--- config.mk ---
export PLATFORM = sky130hd
export DESIGN_NAME = lottery_ticket_arbiter
export DESIGN_NICKNAME = d
export VERILOG_FILES = /design/src/design/lta_pkg.sv /design/src/design/lottery_ticket_arbiter.sv /design/src/design/lta_ram.sv /design/src/design/lta_div.sv
export VERILOG_INCLUDE_DIRS = /design/src /design/src/design
export SDC_FILE = /design/constraint.sdc
export NUM_CORES = 1
export LEC_CHECK = 0
export BUFFER_PORTS_ARGS = -buffer_cell sky130_fd_sc_hd__buf_2
export CORE_ASPECT_RATIO = 0.9
export CORE_MARGIN = 3
export CORE_UTILIZATION = 55
export DETAILED_ROUTE_END_ITERATION = 12
export PLACE_DENSITY = 0.7
export SLEW_MARGIN = 20
export SYNTH_ARGS = -nofsm -noshare
export SYNTH_HDL_FRONTEND = slang
export SYNTH_HIERARCHICAL = 1
export SYNTH_SLANG_ARGS = --single-unit
--- constraint.sdc ---
create_clock -name clk -period 8.4 [get_ports clk]
set_input_delay 1.26 -clock clk [delete_from_list [all_inputs] [get_ports clk]]
set_output_delay 1.26 -clock clk [all_outputs]
set_load 0.01 [all_outputs]
--- src/design/assert_macros.svh ---
// Assertion macros shared by the lottery arbiter modules.
// Each macro expects signals named clk and rst in the including module.
`ifndef ASSERT_MACROS_SVH
`define ASSERT_MACROS_SVH

// Property holds at every clock edge outside reset.
`define ASSERT_ALWAYS(label, expr, msg) \
  label: assert property (@(posedge clk) disable iff (rst) (expr)) else $error(msg);

// Antecedent implies consequent in the same cycle.
`define ASSERT_IMPLY(label, ante, cons, msg) \
  label: assert property (@(posedge clk) disable iff (rst) (ante) |-> (cons)) else $error(msg);

// Antecedent implies consequent in the following cycle.
`define ASSERT_NEXT(label, ante, cons, msg) \
  label: assert property (@(posedge clk) disable iff (rst) (ante) |=> (cons)) else $error(msg);

`endif

--- src/design/lta_pkg.sv ---
// Package for the lottery ticket arbiter: item structs, codes and fixed widths.
// No dependencies; imported by the top level and the modulo unit.
`timescale 1ns / 1ps

package lta_pkg;

  localparam int RND_W        = 16;
  localparam int SLOT_FIELD_W = 4;
  localparam int TICKET_W     = 7;
  localparam int POOL_W       = 11;
  localparam int POOL_MAX     = 2047;
  localparam int TICKET_MAX   = 127;
  localparam int CFG_INDEX_W  = 2;

  // Event codes.
  localparam logic [2:0] ACT_START_USER = 3'd0;
  localparam logic [2:0] ACT_START_SYS  = 3'd1;
  localparam logic [2:0] ACT_STOP       = 3'd2;
  localparam logic [2:0] ACT_EXPIRE     = 3'd3;
  localparam logic [2:0] ACT_NICE       = 3'd4;

  // Status codes.
  localparam logic [1:0] STAT_OK     = 2'd0;
  localparam logic [1:0] STAT_IN_USE = 2'd1;
  localparam logic [1:0] STAT_FREE   = 2'd2;

  // Configuration register indexes.
  localparam logic [CFG_INDEX_W-1:0] REG_START_TICKETS = 2'd0;
  localparam logic [CFG_INDEX_W-1:0] REG_TICKET_STEP   = 2'd1;
  localparam logic [CFG_INDEX_W-1:0] REG_TICKET_CAP    = 2'd2;

  // Register values after reset.
  localparam logic [TICKET_W-1:0] DEF_START_TICKETS = 7'd5;
  localparam logic [TICKET_W-1:0] DEF_TICKET_STEP   = 7'd1;
  localparam logic [TICKET_W-1:0] DEF_TICKET_CAP    = 7'd100;

  typedef struct packed {
    logic [2:0]              action;
    logic [SLOT_FIELD_W-1:0] slot;
    logic [RND_W-1:0]        random_value;
  } lta_in_t;

  typedef struct packed {
    logic                    winner_valid;
    logic [SLOT_FIELD_W-1:0] winner_slot;
    logic [POOL_W-1:0]       pool_tickets;
    logic [1:0]              status;
  } lta_out_t;

endpackage

--- src/design/lottery_ticket_arbiter.sv ---
// Lottery ticket arbiter top level: event sequencer, slot flags and register file.
// Depends on lta_pkg, lta_ram, lta_div and assert_macros.svh.
`timescale 1ns / 1ps
`include "assert_macros.svh"

// The arbiter keeps a table of SLOTS process slots and takes one scheduling event
// per item: start a user or system slot, stop it, expire its quantum, or nice it.
// Every event returns exactly one result item. Events that start a free slot,
// or expire or nice a slot in use, also run a lottery: the ticket counts of all
// waiting user slots are summed, a ticket is drawn as random_value modulo that
// sum plus one, and the slots are walked in index order until the drawn ticket
// is covered; that slot wins and leaves the waiting pool. Ticket counts live in a
// single-port-read RAM, so the sum and the walk each make one pass over the
// table, and the modulo is computed one bit per cycle over the 16 random bits.
// The walk stops early when the winner sits early in the table; an item rejected
// by a status check, a stop, or an undefined action goes from decode straight to
// the finish state. One item is worked on at a time, but a finished result waits
// in an output register, so the next item is accepted while the previous result
// is still pending. Configuration writes are always accepted and must only
// happen while the block is idle.
module lottery_ticket_arbiter #(
  parameter int SLOTS = 16
) (
  input  logic                              clk,
  input  logic                              rst,
  input  logic                              in_valid,
  output logic                              in_ready,
  input  lta_pkg::lta_in_t                  in_item,
  output logic                              out_valid,
  input  logic                              out_ready,
  output lta_pkg::lta_out_t                 out_item,
  input  logic                              cfg_valid,
  output logic                              cfg_ready,
  input  logic [lta_pkg::CFG_INDEX_W-1:0]   cfg_index,
  input  logic [lta_pkg::TICKET_W-1:0]      cfg_data
);

  import lta_pkg::*;

  localparam int IDX_W = $clog2(SLOTS);
  localparam int CNT_W = $clog2(SLOTS + 1);
  localparam int SUM_W = $clog2(SLOTS * TICKET_MAX + 1);
  localparam int EXT_W = IDX_W + SLOT_FIELD_W;
  localparam int SAT_W = SUM_W + POOL_W;

  typedef enum logic [2:0] {
    ST_IDLE,
    ST_DECODE,
    ST_MODIFY,
    ST_SUM,
    ST_CHECK,
    ST_DIV,
    ST_WALK,
    ST_FINISH
  } state_t;

  state_t state;

  // Configuration registers.
  logic [TICKET_W-1:0] start_tickets;
  logic [TICKET_W-1:0] ticket_step;
  logic [TICKET_W-1:0] ticket_cap;

  // Per-slot flags, cleared at once by reset.
  logic [SLOTS-1:0] in_use;
  logic [SLOTS-1:0] is_user;
  logic [SLOTS-1:0] waiting;

  // Current item, pass counters and lottery datapath.
  lta_in_t        item;
  lta_out_t       res;
  logic [CNT_W-1:0] cnt;
  logic [IDX_W-1:0] lag_idx;
  logic             lag_live;
  logic [SUM_W-1:0] total;
  logic [SUM_W-1:0] ticket;

  // RAM and modulo unit hookup.
  logic                ram_wr_en;
  logic [TICKET_W-1:0] ram_wr_data;
  logic [IDX_W-1:0]    ram_rd_addr;
  logic [TICKET_W-1:0] ram_rd_data;
  logic                div_start;
  logic                div_done;
  logic [SUM_W-1:0]    div_rem;

  // Decode of the held item.
  logic [EXT_W-1:0]    slot_ext;
  logic [IDX_W-1:0]    idx;
  logic                slot_ok;
  logic                act_defined;
  logic                act_start;
  logic                start_ok;
  logic                sel_in_use;
  logic                sel_user;
  logic [TICKET_W-1:0] mod_tickets;
  logic [TICKET_W:0]   nice_sum;
  logic                elig;
  logic                win;
  logic [EXT_W-1:0]    win_ext;
  logic [SAT_W-1:0]    total_ext;
  logic [POOL_W-1:0]   pool_sat;

  always_comb begin
    slot_ext    = {IDX_W'(0), item.slot};
    idx         = slot_ext[IDX_W-1:0];
    slot_ok     = slot_ext < EXT_W'(SLOTS);
    act_defined = item.action <= ACT_NICE;
    act_start   = (item.action == ACT_START_USER) || (item.action == ACT_START_SYS);
    sel_in_use  = slot_ok && in_use[idx];
    sel_user    = slot_ok && is_user[idx];
    start_ok    = act_defined && slot_ok && act_start && !sel_in_use;
  end

  // New ticket count for expiry (floor of one) and nice (capped).
  always_comb begin
    nice_sum = {1'b0, ram_rd_data} + {1'b0, ticket_step};
    if (item.action == ACT_EXPIRE) begin
      mod_tickets = (ram_rd_data > ticket_step) ? ram_rd_data - ticket_step
                                                : TICKET_W'(1);
    end else begin
      mod_tickets = (nice_sum > {1'b0, ticket_cap}) ? ticket_cap
                                                    : nice_sum[TICKET_W-1:0];
    end
  end

  // The RAM is written by a start in decode and by the expiry or nice update.
  always_comb begin
    ram_wr_en = ((state == ST_DECODE) && start_ok) || (state == ST_MODIFY);
    if (state == ST_MODIFY) begin
      ram_wr_data = mod_tickets;
    end else if (item.action == ACT_START_USER) begin
      ram_wr_data = start_tickets;
    end else begin
      ram_wr_data = '0;
    end
    if ((state == ST_SUM) || (state == ST_WALK)) begin
      ram_rd_addr = cnt[IDX_W-1:0];
    end else begin
      ram_rd_addr = idx;
    end
  end

  // The entry read in the previous cycle belongs to lag_idx.
  always_comb begin
    elig      = lag_live && is_user[lag_idx] && waiting[lag_idx];
    win       = elig && ({{(SUM_W - TICKET_W){1'b0}}, ram_rd_data} >= ticket);
    win_ext   = {SLOT_FIELD_W'(0), lag_idx};
    total_ext = {POOL_W'(0), total};
    pool_sat  = (total_ext > SAT_W'(POOL_MAX)) ? POOL_W'(POOL_MAX)
                                               : total_ext[POOL_W-1:0];
    div_start = (state == ST_CHECK) && (total != '0);
  end

  assign in_ready  = (state == ST_IDLE);
  assign cfg_ready = 1'b1;

  lta_ram #(
    .DEPTH (SLOTS),
    .AW    (IDX_W),
    .DW    (TICKET_W)
  ) u_ram (
    .clk     (clk),
    .wr_en   (ram_wr_en),
    .wr_addr (idx),
    .wr_data (ram_wr_data),
    .rd_addr (ram_rd_addr),
    .rd_data (ram_rd_data)
  );

  lta_div #(
    .DIVISOR_W (SUM_W)
  ) u_div (
    .clk       (clk),
    .rst       (rst),
    .start     (div_start),
    .dividend  (item.random_value),
    .divisor   (total),
    .done      (div_done),
    .remainder (div_rem)
  );

  always_ff @(posedge clk) begin
    if (rst) begin
      state         <= ST_IDLE;
      start_tickets <= DEF_START_TICKETS;
      ticket_step   <= DEF_TICKET_STEP;
      ticket_cap    <= DEF_TICKET_CAP;
      in_use        <= '0;
      is_user       <= '0;
      waiting       <= '0;
      out_valid     <= 1'b0;
      lag_live      <= 1'b0;
      cnt           <= '0;
    end else begin
      if (cfg_valid) begin
        unique case (cfg_index)
          REG_START_TICKETS: start_tickets <= cfg_data;
          REG_TICKET_STEP:   ticket_step   <= cfg_data;
          REG_TICKET_CAP:    ticket_cap    <= cfg_data;
          default: ;
        endcase
      end

      // The output register fills from the finish state and empties when taken.
      if ((state == ST_FINISH) && (!out_valid || out_ready)) begin
        out_valid <= 1'b1;
      end else if (out_valid && out_ready) begin
        out_valid <= 1'b0;
      end

      unique case (state)
        ST_IDLE: begin
          if (in_valid) begin
            item  <= in_item;
            res   <= '0;
            state <= ST_DECODE;
          end
        end

        ST_DECODE: begin
          cnt      <= '0;
          lag_live <= 1'b0;
          total    <= '0;
          if (!act_defined) begin
            state <= ST_FINISH;
          end else if (!slot_ok) begin
            res.status <= STAT_FREE;
            state      <= ST_FINISH;
          end else if (act_start) begin
            if (sel_in_use) begin
              res.status <= STAT_IN_USE;
              state      <= ST_FINISH;
            end else begin
              in_use[idx]  <= 1'b1;
              is_user[idx] <= (item.action == ACT_START_USER);
              waiting[idx] <= (item.action == ACT_START_USER);
              state        <= ST_SUM;
            end
          end else if (!sel_in_use) begin
            res.status <= STAT_FREE;
            state      <= ST_FINISH;
          end else if (item.action == ACT_STOP) begin
            in_use[idx]  <= 1'b0;
            is_user[idx] <= 1'b0;
            waiting[idx] <= 1'b0;
            state        <= ST_FINISH;
          end else if (sel_user) begin
            // The ticket read was issued this cycle; update it next cycle.
            state <= ST_MODIFY;
          end else begin
            state <= ST_SUM;
          end
        end

        ST_MODIFY: begin
          if (item.action == ACT_EXPIRE) begin
            waiting[idx] <= 1'b1;
          end
          state <= ST_SUM;
        end

        ST_SUM: begin
          lag_live <= (cnt < CNT_W'(SLOTS));
          lag_idx  <= cnt[IDX_W-1:0];
          if (elig) begin
            total <= total + SUM_W'(ram_rd_data);
          end
          if (cnt == CNT_W'(SLOTS)) begin
            state <= ST_CHECK;
          end else begin
            cnt <= cnt + 1'b1;
          end
        end

        ST_CHECK: begin
          if (total == '0) begin
            state <= ST_FINISH;
          end else begin
            res.pool_tickets <= pool_sat;
            state            <= ST_DIV;
          end
        end

        ST_DIV: begin
          cnt      <= '0;
          lag_live <= 1'b0;
          if (div_done) begin
            ticket <= div_rem + 1'b1;
            state  <= ST_WALK;
          end
        end

        ST_WALK: begin
          lag_live <= (cnt < CNT_W'(SLOTS));
          lag_idx  <= cnt[IDX_W-1:0];
          if (cnt != CNT_W'(SLOTS)) begin
            cnt <= cnt + 1'b1;
          end
          if (win) begin
            waiting[lag_idx] <= 1'b0;
            res.winner_valid <= 1'b1;
            res.winner_slot  <= win_ext[SLOT_FIELD_W-1:0];
            state            <= ST_FINISH;
          end else begin
            if (elig) begin
              ticket <= ticket - SUM_W'(ram_rd_data);
            end
            if (cnt == CNT_W'(SLOTS)) begin
              state <= ST_FINISH;
            end
          end
        end

        ST_FINISH: begin
          // Hand the result over once the output register is free or draining.
          if (!out_valid || out_ready) begin
            out_item <= res;
            state    <= ST_IDLE;
          end
        end

        default: state <= ST_IDLE;
      endcase
    end
  end

  `ASSERT_NEXT(a_accept_decodes, in_valid && in_ready, state == ST_DECODE, "accepted item not decoded")
  `ASSERT_ALWAYS(a_flags_nested, ((waiting & ~is_user) == '0) && ((is_user & ~in_use) == '0), "slot flags inconsistent")
  `ASSERT_NEXT(a_winner_leaves_pool, (state == ST_WALK) && win, !waiting[$past(lag_idx)], "winner still waiting")
  `ASSERT_IMPLY(a_winner_has_pool, out_valid && out_item.winner_valid, (out_item.pool_tickets != '0) && (out_item.status == STAT_OK), "winner without pool")

endmodule

--- src/design/lta_ram.sv ---
// Ticket count memory: one write port, one read port with registered data.
// Depends on nothing beyond its parameters.
`timescale 1ns / 1ps

module lta_ram #(
  parameter int DEPTH = 16,
  parameter int AW    = 4,
  parameter int DW    = 7
) (
  input  logic          clk,
  input  logic          wr_en,
  input  logic [AW-1:0] wr_addr,
  input  logic [DW-1:0] wr_data,
  input  logic [AW-1:0] rd_addr,
  output logic [DW-1:0] rd_data
);

  logic [DW-1:0] mem [DEPTH];

  always_ff @(posedge clk) begin
    if (wr_en) begin
      mem[wr_addr] <= wr_data;
    end
    rd_data <= mem[rd_addr];
  end

endmodule

--- src/design/lta_div.sv ---
// Bit-serial restoring modulo unit: one dividend bit per cycle.
// Depends on lta_pkg for the dividend width and on assert_macros.svh.
`timescale 1ns / 1ps
`include "assert_macros.svh"

module lta_div #(
  parameter int DIVISOR_W = 11
) (
  input  logic                       clk,
  input  logic                       rst,
  input  logic                       start,
  input  logic [lta_pkg::RND_W-1:0]  dividend,
  input  logic [DIVISOR_W-1:0]       divisor,
  output logic                       done,
  output logic [DIVISOR_W-1:0]       remainder
);

  import lta_pkg::*;

  localparam int STEP_W = $clog2(RND_W + 1);

  logic                 busy;
  logic [STEP_W-1:0]    steps;
  logic [RND_W-1:0]     num;
  logic [DIVISOR_W-1:0] den;
  logic [DIVISOR_W-1:0] rem_next;
  logic [DIVISOR_W:0]   trial;

  // The partial remainder stays below the divisor, so the trial is below twice it.
  always_comb begin
    trial = {remainder, num[RND_W-1]};
    if (trial >= {1'b0, den}) begin
      rem_next = DIVISOR_W'(trial - {1'b0, den});
    end else begin
      rem_next = trial[DIVISOR_W-1:0];
    end
  end

  always_ff @(posedge clk) begin
    if (rst) begin
      busy <= 1'b0;
      done <= 1'b0;
    end else begin
      done <= 1'b0;
      if (start) begin
        busy      <= 1'b1;
        num       <= dividend;
        den       <= divisor;
        remainder <= '0;
        steps     <= STEP_W'(RND_W);
      end else if (busy) begin
        remainder <= rem_next;
        num       <= {num[RND_W-2:0], 1'b0};
        steps     <= steps - 1'b1;
        if (steps == STEP_W'(1)) begin
          busy <= 1'b0;
          done <= 1'b1;
        end
      end
    end
  end

  `ASSERT_IMPLY(a_div_no_restart, start, !busy, "modulo unit restarted while busy")
  `ASSERT_IMPLY(a_div_rem_range, done, remainder < den, "remainder not below divisor")

endmodule
==> After elaboration in Yosys (flattened, before gate mapping) <==
Memories as Yosys holds them, arrays and structs flattened. A register that Yosys moved wholly into a read port is not among the register bits.
Index checks and enable logic that the tools add are counted.
{ "totals": {"reg_bits": 209, "latchBits": 0, "ramBits": 112, "rom_bits": 0, "input_bits": 37, "out_inout_bits": 21, "word_cells": 231, "mem_count": 1} }
{ "op_classes": {"addsub": 8, "n_mul": 0, "n_div": 0, "n_lt_le_gt_ge": 10, "n_eq_ne": 35, "n_shift": 0, "muxes": 83, "n_bitwise": 10, "reduce_logical": 54} }
{ "memory_table": {"columns": ["memory", "depth", "width", "read_ports", "rd_clocked_by_memory_dff", "write_ports", "line_no", "text"], "rows": [
  ["u_ram.mem", 16, 7, 1, 1, 1, "lta_ram.sv:18", "logic [DW-1:0] mem [DEPTH];"]
]} }
{ "ops": {"columns": ["cell", "count"], "rows": [
  ["16-bit 2-to-1 mux", 17],
  ["11-bit 2-to-1 mux", 7],
  ["11-bit case mux with 2 select lines", 3],
  ["16-bit bitwise AND", 4],
  ["16-bit case mux with 3 select lines", 1],
  ["7-bit 2-to-1 mux", 5],
  ["3-bit 2-to-1 mux", 11],
  ["16-bit bitwise mux", 2],
  ["16-bit inverter", 2],
  ["16-bit OR", 2],
  ["3-bit case mux with 8 select lines", 1],
  ["5-bit 2-to-1 mux", 4],
  ["2-bit nonzero test", 10],
  ["18-bit 2-to-1 mux", 1],
  ["2-bit inequality test, second input constant", 9],
  ["1-bit binary-select mux with 4-bit select", 4],
  ["1-bit 2-to-1 mux", 15],
  ["5-bit case mux with 3 select lines", 1],
  ["5-bit AND reduction", 3],
  ["3-bit by 2-bit == test with 1-bit output, second input constant", 4],
  ["3-bit == test, second input constant", 4],
  ["12-bit by 11-bit >= comparator with 1-bit output", 1],
  ["3-bit inequality test, second input constant", 4],
  ["2-bit AND reduction", 6],
  ["44 further kinds", 79]
]} }

==> Longest topological paths before layout <==
{ "logic_depth": {"depth_word": 11, "depth_mapped": 17, "ltp_nobuf": 17} }

==> Hierarchy <==
The synthesis kept the hierarchy.
{ "by_module_without_submodules": {"columns": ["module", "instances", "cells_each", "area_per_inst_um2", "seq_area_each_um2"], "rows": [
  ["lottery_ticket_arbiter", 1, 1003, 9572.9, 4134.0],
  ["lta_ram", 1, 203, 4530.6, 3503.4],
  ["lta_div", 1, 189, 2367.3, 1331.3]
]} }

==> Least setup slack after synthesis <==
OpenSTA, ideal clock, no wires.
{ "synth_path": {"path_type": "register -> register", "start": "register ticket_step[1]", "end": "memory u_ram.mem[0][0] (data pin)", "setup_ns": 0.330, "arrival_ns": 3.924, "t_required_ns": 8.070, "setup_slack_ns": 4.146, "path_stages_with_launch": 18, "n_path_buf": 0, "synth_period_minus_slack_ns": 4.254, "path_cell_list": "dfxtp_1 -> inv_1 -> ha_1 -> inv_1 -> a21oi_1 -> o21a_1 -> o21bai_1 -> a21oi_1 -> xor2_1 -> ha_1 -> o21a_1 -> o21ai_0 -> a31o_2 -> a21oi_1 -> a2111oi_0 -> o31ai_1 -> mux2i_1 -> o21ai_0"} }
{ "synth_between": {"elab_chain_cells": 5, "word_cells_on_any_way": 7, "classes_between": "add/sub: 1; order compare: 2; mux: 4"} }
{ "synth_lines": {"columns": ["element", "line_no", "text"], "rows": [
  ["from (decl)", "lottery_ticket_arbiter.sv:61", "logic [TICKET_W-1:0] ticket_step;"],
  ["from (signal assigned)", "lottery_ticket_arbiter.sv:199", "REG_TICKET_STEP: ticket_step <= cfg_data;"],
  ["7-bit by 7-bit adder with 8-bit output", "lottery_ticket_arbiter.sv:117", "nice_sum = {1'b0, ram_rd_data} + {1'b0, ticket_step};"],
  ["8-bit by 7-bit > comparator with 1-bit output", "lottery_ticket_arbiter.sv:122", "mod_tickets = (nice_sum > {1'b0, ticket_cap}) ? ticket_cap"],
  ["7-bit 2-to-1 mux", "lottery_ticket_arbiter.sv:122", null],
  ["7-bit 2-to-1 mux (*)", "lottery_ticket_arbiter.sv:118", "if (item.action == ACT_EXPIRE) begin"],
  ["7-bit 2-to-1 mux (*)", "lottery_ticket_arbiter.sv:130", "if (state == ST_MODIFY) begin"],
  ["named net ram_wr_data[0]", "lottery_ticket_arbiter.sv:80", "logic [TICKET_W-1:0] ram_wr_data;"],
  ["to (decl)", "lta_ram.sv:18", null]
]} }
Mark *: on every way through the listed nets, which the timed path passes. The rest lies on a longest branch.

==> Final worst setup path <==
{ "layout_path": {"start": "register ticket_step[1]", "end": "memory u_ram.mem[6][3] (data pin)"} }
The elaborated chain is that of the path after synthesis.

==> impl_metrics.yaml <==
timing:
  maxSlewViolCount: 0
  fin_skew_ps: 32.37
  finalCritPeriodShare_pct: 57.13
  whs_ps: 418.5
  hold_viol_final: 0
  setup_viol: 0
  relSlewSlack_pct: 31.92
  rsz0062_at_grt: "no"
  fmaxAchievable_mhz: 208.4
  fin_crit_ps: 4799
  setup_slack_ps: 3601
  tightest_slew_ps: 1017
  finalSetupTns_ps: 0
detailed_routing:
  ant_nets: 0
  drt_iter0_drc: 1226
  drc: 0
  drt_first_pass_iters: 6
  wl_mm: 37.87
  vias_per_cell: 5.981
  wire_per_inst_um: 20.37
  vias: 11120
worst_setup_path:
  path_max_fanout: 16
  worstSetupStartpointType: "flip-flop"
  r2r_end: "u_ram/mem[6][3]"
  timing.rr.start: "ticket_step[1]"
  r2r.worst_path.cells: 18
  arrival_ps: 4980
  crit_required_ps: 8580
  reg2reg_setup_slack_ps: 3600
  cp_slowest_stage_delay_ps: 810
  cp-end-kind: "flip-flop"
  worstPathCellList: "inv_1 -> ha_1 -> inv_1 -> a21oi_1 -> o21a_1 -> o21bai_1 -> a21oi_1 -> xor2_1 -> ha_1 -> o21a_1 -> o21ai_0 -> a31o_2 -> a21oi_1 -> a2111oi_0 -> o31ai_1 -> buf_4 -> mux2i_1 -> o211ai_1"
  crit_type: "reg2reg"
  path_common_cell: "a21oi_1"
  cp_slowest_cell: "o211ai_1"
clocking:
  htree_levels: 2
  worstSkewPairLatency_ps: 530
  cts_buffers: 34
  cts_tree: "built"
  hold_buffers: 0
  cts-root-buf: "clkbuf_16"
  cts_resized: 0
  clk_path_buf_depth: 3
  cts_setup_buffers: 0
  clock-sinks: 328
  clk_pin_slew_ps: 60
die:
  coreArea_sq_um: 29230
  fp.dieArea_sq_um: 32060
  initial_core_util_pct: 56.34
  chipWidth_um: 188.4
  ios: 58
  die_h_um: 170.2
  rows: 59
placement:
  dp_hpwl_mm: 25.06
  pre_cts_ws_ps: 3671
  port_buffers: 56
  gp_congestion: 0.9006
  placed_area_sq_um: 17070
cells_and_area:
  fill_cells: 2264
  fin_area_sq_um: 18330
  syn_to_final_growth_pct: 11.31
  final_common_cell: "edfxtp_1"
  nets: 1528
  layout_common_cells: "240 x edfxtp_1, 125 x nor2_1, 112 x nand2_1"
  final_layout_size_suffix_gt1_share_pct: 14.65
synth:
  synth-warning-count: 6
  syn_area_sq_um: 16470
  ys_seq_area_share_pct: 54.45
  syn_avg_cell_area_sq_um: 11.81
  synth-seq-cells: 328
  async_flop_share_pct: 0
  synth_edf_count: 240
  synth_nets: 1488
  synthCells: 1395
  synthFlopType: "edfxtp_1"
  synth_cell_types: 71
grt:
  grt_pass1_vias: 10710
  grt_pass1_wl_mm: 58.88
  antenna_found_initial: 1
  overflow: 0
  grt_max_degree: 78
  globalRouteTotalUtil_pct: 23.31
pwr:
  p_switching_mw: 1.216
  ir_worst_vdd_v: 0.0001603
  swShare_pct: 27.36
  cellLeakagePower_nw: 6.613
  p_seq_share_pct: 43.9
  p_int_mw: 3.229
  power_density_nw_per_um2: 242.4
  pwr-share-comb_pct: 18.9
  p_clk_share_pct: 37.2
run:
  max_cap_violations: 0
outcome:
  status: "finished clean"
worst_hold_path:
  hold_start: "res[1]"
  min_path_cells: 0
  hold_class: "reg2reg"
  worstHoldEndpoint: "out_item[1]"
-- routing by layer --
layer  vias to the layer above  share of wire [%]  GRT usage (%)
met5                         -                  0              0
li1                       5230                  -              -
met2                       349                 48          38.51
met4                         0                2.3          6.766
met3                        70                5.6          3.440
met1                      5470                 44          32.64
-- worst max-delay path: cells and delay by family, from the launching register on --
kind	cells	cell delay (ps)
fa+ha+maj	2	610
compound gates	11	2680
flops	1	410
mux	1	130
buf+inv	3	390
xor+xnor	1	240
-- area by class of cell --
cell class                      instances  area (sq um)  share of cell area, %
Sequential cell                       328          8969                  48.92
Multi-Input combinational cell        933          6972                  38.03
Clock buffer                           41         898.4                  4.900
Tap cell                              396         495.5                  2.703
Timing Repair Buffer                   75         422.9                  2.307
Clock inverter                         21         335.3                  1.829
Inverter                               63         236.5                  1.290
Antenna cell                            2         5.005                0.02730
-- cells in the mapped netlist (all sizes together), types with 25 or more instances --
cell / instances / area share, %
o21ai: 102 / 3.1
mux4: 46 / 6.7
xnor2: 25 / 1.3
edfxtp: 240 / 44
dfxtp: 88 / 11
nor2: 133 / 3.2
mux2i: 66 / 4.0
nand2: 112 / 2.6
clkbuf: 51 / 1.2
ha: 51 / 3.9
nand3: 45 / 1.4
nor3: 38 / 1.8
inv: 63 / 1.4
a21oi: 53 / 1.6
-- sequential cells by signal, indices dropped and copies added, names as in the netlist, 3 cells and up, named ones only --
register	cells
ticket	11
out_item	18
state	3
waiting	16
u_ram/rd_data	7
u_div/remainder	11
u_ram/mem	112
lag_idx	4
u_div/num	16
pool_sat	11
item	19
idx	4
u_div/steps	5
cnt	5
ticket_cap	7
is_user	16
u_div/den	11
res	18
ticket_step	7
start_tickets	7
-- stage by stage --
| step | power [mW] | utilization (%) | cells |
|---|---|---|---|
| after floorplan | 2.604 | - | 1395 |
| after global placement | 2.790 | 58.39 | 1794 |
| after detailed placement | 2.812 | 58.39 | 1794 |
| after CTS | 4.464 | 62.61 | 1856 |
| after global routing | 4.638 | 62.71 | 1858 |
| final | 4.445 | 62.72 | 1859 |
-- cells by family (layout without fill, tap and decap cells) --
group / after synthesis / after routing / synth area share (%)
buffers and inverters: 134 / 200 / 3.479
other: 1 / 3 / 0.02277
XOR/XNOR: 42 / 42 / 2.233
adder cells (fa/ha/maj): 56 / 56 / 4.482
AND/OR/NAND/NOR: 438 / 438 / 13.41
flip-flops: 328 / 328 / 54.45
AO/OA/AOI/OAI: 264 / 264 / 9.822
multiplexers: 132 / 132 / 12.10
-- worst max path at each step --
stage,start,end,slack [ps],depth (start not counted)
6_report,ticket_step[1],u_ram/mem[6][3],3600,18
5_1_grt,ticket_step[1],u_ram/mem[4][3],3230,18
4_1_cts,ticket_step[1],u_ram/mem[6][3],3670,18
3_5_place_dp,ticket_step[1],u_ram/mem[4][3],3670,18
3_3_place_gp,ticket_step[1],u_ram/mem[2][3],3960,18
2_1_floorplan,ticket_step[1],u_ram/mem[0][0],4150,17
-- power by group through the flow --
stage,combinational [mW],clock (mW),sequential (mW)
2_1_floorplan,0.659,0,1.95
3_3_place_gp,0.810,0,1.98
3_5_place_dp,0.828,0,1.98
4_1_cts,0.835,1.68,1.95
5_1_grt,0.934,1.74,1.96
6_report,0.842,1.65,1.95
Power figures use the tool's default switching activity.
